==> config.mk <==
export PLATFORM = sky130hd
export DESIGN_NAME = tcs_ctrl
export DESIGN_NICKNAME = d
export VERILOG_FILES = /design/src/hdl/text_console_scrollback_assert.svh /design/src/hdl/tcs_pkg.sv /design/src/hdl/tcs_ctrl.sv
export SDC_FILE = /design/constraint.sdc
export NUM_CORES = 1
export LEC_CHECK = 0
export ABC_AREA = 1
export BUFFER_PORTS_ARGS = -buffer_cell sky130_fd_sc_hd__buf_2
export CAP_MARGIN = 20
export CORE_AREA = 4 4 41 43
export DETAILED_ROUTE_END_ITERATION = 6
export DIE_AREA = 0 0 45 47
export PLACE_DENSITY = 0.71
export REMOVE_ABC_BUFFERS = 1
export SYNTH_ARGS = -nofsm -noshare
export SYNTH_HDL_FRONTEND = slang
export SYNTH_SLANG_ARGS = --single-unit
==> constraint.sdc <==
create_clock -name clk -period 1.46 [get_ports clk]
set_input_delay 0.073 -clock clk [delete_from_list [all_inputs] [get_ports clk]]
set_output_delay 0.073 -clock clk [all_outputs]
set_load 0.02 [all_outputs]
==> src/hdl/text_console_scrollback_assert.svh <==
// ----------------------------------------------------------------------------
// Scrollback assertion macros
// Shared concurrent assertion forms, clocked on clk, off while rst_n is low.
// ----------------------------------------------------------------------------
`ifndef TEXT_CONSOLE_SCROLLBACK_ASSERT_SVH
`define TEXT_CONSOLE_SCROLLBACK_ASSERT_SVH

// same-cycle implication
`define TCS_ASSERT_IMPL(lbl, ante, cons, msg) \
  lbl: assert property (@(posedge clk) disable iff (!rst_n) (ante) |-> (cons)) \
    else $error(msg);

// next-cycle implication
`define TCS_ASSERT_NEXT(lbl, ante, cons, msg) \
  lbl: assert property (@(posedge clk) disable iff (!rst_n) (ante) |=> (cons)) \
    else $error(msg);

`endif

==> src/hdl/tcs_pkg.sv <==
// ----------------------------------------------------------------------------
// Scrollback package
// Field types, character and request codes, controller/datapath links.
// ----------------------------------------------------------------------------
package tcs_pkg;

  typedef logic [1:0]         mode_t;
  typedef logic [7:0]         char_t;
  typedef logic [4:0]         cnt_t;
  typedef logic [4:0]         cfg_t;
  typedef logic signed [31:0] time_t;

  localparam mode_t MODE_PUT     = 2'd0;
  localparam mode_t MODE_READ    = 2'd1;
  localparam mode_t MODE_COUNT   = 2'd2;
  localparam mode_t MODE_DISCARD = 2'd3;

  localparam char_t CH_CR    = 8'h0D;
  localparam char_t CH_LF    = 8'h0A;
  localparam char_t CH_SPACE = 8'h20;

  localparam time_t ANCIENT_TIME = -32'sd10000;
  localparam cfg_t  CFG_RESET    = 5'd4;

  typedef struct packed {
    logic load;
    logic discard;
    logic scroll;
    logic put_char;
    logic rd_issue;
    logic rd_finish;
    logic cnt_issue;
    logic cnt_step;
    logic cnt_finish;
    logic out_load;
  } ctrl_cmd_t;

  typedef struct packed {
    logic full;
    logic is_lf;
    logic is_cr;
    logic cnt_end;
    logic time_less;
    logic slot_free;
  } dp_stat_t;

endpackage

==> src/hdl/tcs_ctrl.sv <==
// ----------------------------------------------------------------------------
// Scrollback controller
// Request sequencer: accepts requests, steps the datapath, posts the result.
// ----------------------------------------------------------------------------
module tcs_ctrl (
  input  logic               clk,
  input  logic               rst_n,
  input  logic               in_valid,
  input  tcs_pkg::mode_t     in_mode,
  output logic               in_stall,
  output tcs_pkg::ctrl_cmd_t cmd,
  input  tcs_pkg::dp_stat_t  stat
);

  typedef enum logic [6:0] {
    S_IDLE = 7'b0000001,
    S_PUT  = 7'b0000010,
    S_RD   = 7'b0000100,
    S_RDD  = 7'b0001000,
    S_CRD  = 7'b0010000,
    S_CCMP = 7'b0100000,
    S_DONE = 7'b1000000
  } state_t;

  state_t state_r, state_nxt;
  logic   can_take;
  logic   take;

  assign can_take = (state_r == S_IDLE) || ((state_r == S_DONE) && stat.slot_free);
  assign in_stall = !can_take;
  assign take     = can_take && in_valid;

  always_comb begin
    cmd       = '0;
    state_nxt = state_r;
    case (state_r)
      S_IDLE: begin
        state_nxt = S_IDLE;
      end
      S_PUT: begin
        if (stat.full) begin
          cmd.scroll = 1'b1;
        end else if (stat.is_lf) begin
          cmd.scroll = 1'b1;
          state_nxt  = S_DONE;
        end else if (stat.is_cr) begin
          state_nxt = S_DONE;
        end else begin
          cmd.put_char = 1'b1;
          state_nxt    = S_DONE;
        end
      end
      S_RD: begin
        cmd.rd_issue = 1'b1;
        state_nxt    = S_RDD;
      end
      S_RDD: begin
        cmd.rd_finish = 1'b1;
        state_nxt     = S_DONE;
      end
      S_CRD: begin
        if (stat.cnt_end) begin
          cmd.cnt_finish = 1'b1;
          state_nxt      = S_DONE;
        end else begin
          cmd.cnt_issue = 1'b1;
          state_nxt     = S_CCMP;
        end
      end
      S_CCMP: begin
        if (stat.time_less) begin
          cmd.cnt_finish = 1'b1;
          state_nxt      = S_DONE;
        end else begin
          cmd.cnt_step = 1'b1;
          state_nxt    = S_CRD;
        end
      end
      S_DONE: begin
        if (stat.slot_free) begin
          cmd.out_load = 1'b1;
          state_nxt    = S_IDLE;
        end
      end
      default: begin
        state_nxt = S_IDLE;
      end
    endcase

    if (take) begin
      cmd.load = 1'b1;
      case (in_mode)
        tcs_pkg::MODE_PUT:   state_nxt = S_PUT;
        tcs_pkg::MODE_READ:  state_nxt = S_RD;
        tcs_pkg::MODE_COUNT: state_nxt = S_CRD;
        default: begin
          cmd.discard = 1'b1;
          state_nxt   = S_DONE;
        end
      endcase
    end
  end

  always_ff @(posedge clk) begin
    if (!rst_n) begin
      state_r <= S_IDLE;
    end else begin
      state_r <= state_nxt;
    end
  end

endmodule

# --- Yosys cells after proc, flatten, opt, wreduce, memory -nomap -nowiden ---
# Index checks and enable logic that the tools add are counted.
# Widths: inputs -> output; s select.
totals:
  input_bits: 11
  out_inout_bits: 11
  register_bits: 7
  elab_cells: 45
classes:
  n_mux: 26
  reduce_logical: 7
  n_eq_ne: 11
op_table:
  columns: ["operator", "n"]
  rows:
  - ["$pmux 7 s6", 1]
  - ["$mux 7", 5]
  - ["$pmux 7 s3", 1]
  - ["$mux 1", 16]
  - ["$eq 7x1->1 const B", 1]
  - ["$eq 7x2->1 const B", 1]
  - ["$eq 7x3->1 const B", 1]
  - ["$eq 7x4->1 const B", 1]
  - ["$eq 7x5->1 const B", 1]
  - ["$eq 7x6->1 const B", 1]
  - ["$eq 7x7->1 const B", 1]
  - ["$ne 3x3->1 const B", 2]
  - ["$mux 2", 2]
  - ["$reduce_or 3->1", 1]
  - ["$eq 2x1->1 const B", 1]
  - ["$eq 2x2->1 const B", 1]
  - ["$logic_and 1x1->1", 2]
  - ["$logic_not 2->1", 1]
  - ["$pmux 1 s2", 1]
  - ["$reduce_and 2->1", 1]
  - ["$logic_not 1->1", 1]
  - ["$logic_or 1x1->1", 1]

# --- Depth between registers and ports, before layout ---
depth:
  depth_word: 6
  depth_mapped: 9
  mapped_depth_nobuf: 9

# --- Worst setup path after synthesis ---
# OpenSTA, ideal clock, no wires.
synth_timing:
  path_type: "register to output"
  start: "reg state_r[4]"
  end: "out cmd[6] (netlist bit)"
  path_stages_with_launch: 6
  setup_slack_ps: 106
  t_arrival_ps: 1281
  path_buffers: 0
  required_ps: 1387
  path_cell_list: "dfxtp_1 -> inv_2 -> nand2_4 -> nor2_4 -> nand2_1 -> nor4_1"
synth_rtl:
  columns: ["element", "line", "source"]
  rows:
  - ["start, declared", "tcs_ctrl.sv:25", "state_t state_r, state_nxt;"]
  - ["start signal, assigned", "tcs_ctrl.sv:108", "state_r <= state_nxt;"]
  - ["end, declared", "tcs_ctrl.sv:11", "output tcs_pkg::ctrl_cmd_t cmd,"]

==> flow_summary.toml <==
[timing]
worstMarginPinSlew_ns = 0.2306
timing.fmax_mhz = 701.6
post-route-period-util = 0.9763
whs_ns = 0.01441
fin_skew_ns = 0.0009525
slew_violations = 0
finalSetupViolations = 0
grt_setup_unrepaired = "yes"
hold_viol = 0
fin_crit_ns = 1.425
slew-limit-headroom = 0.8448

[worst_hold_path]
min-delay-path-class = "in -> reg"

[drt]
dr.first_iter.drc_count = 7
viasPerCell = 4.629
ant_nets = 0
wirelength_met1_um = 573
num_vias = 611
drc = 0
routed.top_layer = "met4"
post_drt_wl_per_cell_um = 10.23
wirelength_um = 1350
wl_met3_um = 80
firstDrtPassIters = 4
met2_length_um = 686

[global_route]
track_usage = 0.1337
grt_pass1_wl_um = 1994
grt_max_degree = 6
grt_pass1_vias = 491
grt_overflow = 0
antenna_found_initial = 0

[finish]
final_nets = 129
top_register = "state_r"
final_cell_mix = "16 x inv_1, 15 x buf_2, 13 x nand2_1, 12 x nor2_1, 10 x buf_4"
largest_reg_flops = 7
areaGrowthSynthToFinish_pct = 43.47
reg_top3 = "state_r: 7 flops"
final_cells = 132
fillers = 129
finish.utilization = 0.6125
layout_commonest_cell = "inv_1"
drive_above_1_share = 0.5043
seqCellArea_um2 = 150.1
multiInputGateArea_um2 = 332.8
diodes = 0

[place]
dpl.hpwl_um = 1012
portBuffers = 21
dp_cells = 121
routabilityCongestion = 0.7484

[clock_tree]
cts_tree = "done"
clock_sinks = 7
cts_buffers = 3
h-tree-depth = 1
clkTransAtPathRegs_ns = 0.05
ctsRootBufferMaster = "clkbuf_4"
cts_buffer_depth = 2
clock_latency_ns = 0.25

[power_and_ir_drop]
p_int_uw = 358.4
powerDensity_nw_per_um2 = 645.6
power_frac_comb = 0.273
p_sw_uw = 156.1
ir_worst_vdd_mv = 0.4387
leakagePower_nw = 0.4718
pwr-share-clk = 0.330
switching_share = 0.3034
seqPwrFrac = 0.398

[setup_path]
crit_path_frequent_cell = "nand2_4"
endpoint_kind = "output port"
critical_path_class = "reg -> out"
start_kind = "register"
crit_arrival_ns = 1.35
worstPathMaxFanout = 5
max_stage_delay_ns = 0.32
path_buf_inv = 3
cpMaxStageDelayCell = "dfxtp_2"
cp_cell_sequence = "inv_2 > nand2_4 > nor2_4 > nand3_2 > nand2_4 > nand2_2 > inv_1 > buf_6"
cp_top_family = "simple AND/OR/NAND/NOR gates"
worstPathRequired_ns = 1.39

[yosys]
syn_area_um2 = 555.5
seq_area_frac_synth = 0.2523
syn_avg_cell_area_um2 = 6.460
yosys_warnings = 0
ys_ff_latch = 7
syn_inst = 86
ys_types = 20

[die]
dieArea_um2 = 2115
dieHeight_um = 47
fp.coreArea_um2 = 1301
rows = 13
num_io_pins = 22
die_w_um = 45
start_util = 0.4269

[outcome]
status = "completed"

[flow_run]
max-cap-violations = 0
## synthesized netlist by cell type, drive strengths merged
master | n | area (um^2)
dfxtp | 7 | 140.1
a21oi | 2 | 13.76
nand2 | 18 | 87.58
nor2 | 17 | 93.84
or2 | 1 | 6.260
nor4 | 1 | 6.260
nand3b | 1 | 7.510
buf | 1 | 7.510
nand4 | 2 | 12.51
inv | 22 | 82.57
nor3 | 2 | 15.01
nand3 | 12 | 82.58
## per-layer routing
metal  vias up  GRT usage
li1        325          -
met1       266     0.1530
met2        18     0.2203
met3         2    0.02299
met4         0     0.1053
met5         -          0
## worst reg2reg max path, delay by kind of cell, from the launching register on
kind,cells,cell delay [ns]
simple gates,6,0.59
flops,1,0.32
buf+inv,3,0.25
## metrics by stage
step	setup slack (ns)	total power, mW	cell area [um^2]	setup TNS (ns)
final	0.03462	0.5145	797.0	0
after global routing	-0.05338	0.5473	797.0	-0.1584
after CTS	0.008293	0.5069	701.9	0
after detailed placement	0.2679	0.3297	671.9	0
after global placement	0.2901	0.3291	671.9	0
after floorplan	0.1062	0.2905	548.0	0
## cells by family after synthesis
logic type	after synthesis	synth area share
AND/OR/NAND/NOR	54	0.5608
flip-flops	7	0.2522
buffers and inverters	23	0.1622
AO/OA/AOI/OAI	2	0.02477
## power by group through the flow
stage	sequential, mW	clock (mW)	combinational (mW)
global placement	0.209	0	0.120
floorplan	0.208	0	0.0828
global route	0.205	0.189	0.153
CTS	0.205	0.180	0.122
detailed placement	0.209	0	0.121
finish	0.205	0.170	0.140
## cell type report
cell class | instances | area share
multi-input cells | 56 | 0.4176
flip-flops and latches | 7 | 0.1884
repair buffers | 28 | 0.2308
well taps | 15 | 0.02355
inverters | 22 | 0.1068
clock buffers | 4 | 0.03297
## final timing paths
kind	to	slack, ns	cells past startpoint	from
worst min-delay path	state_r[5]	0.01	2	stat[2]
worst min register to register	state_r[5]	0.62	4	state_r[4]
worst max-delay path	cmd[9]	0.03	8	state_r[4]
worst max register to register	state_r[0]	0.19	9	state_r[4]
## timing repair
action / 4_1_cts / 5_1_grt
setup buffers: 0 / 7
cloned: 0 / 0
resized for setup: 2 / 20
pin swaps: 0 / 7
hold buffers: 0 / 0
setup endpoints to repair: 1 / 4
Note: power is estimated with default switching activity, not from simulation.
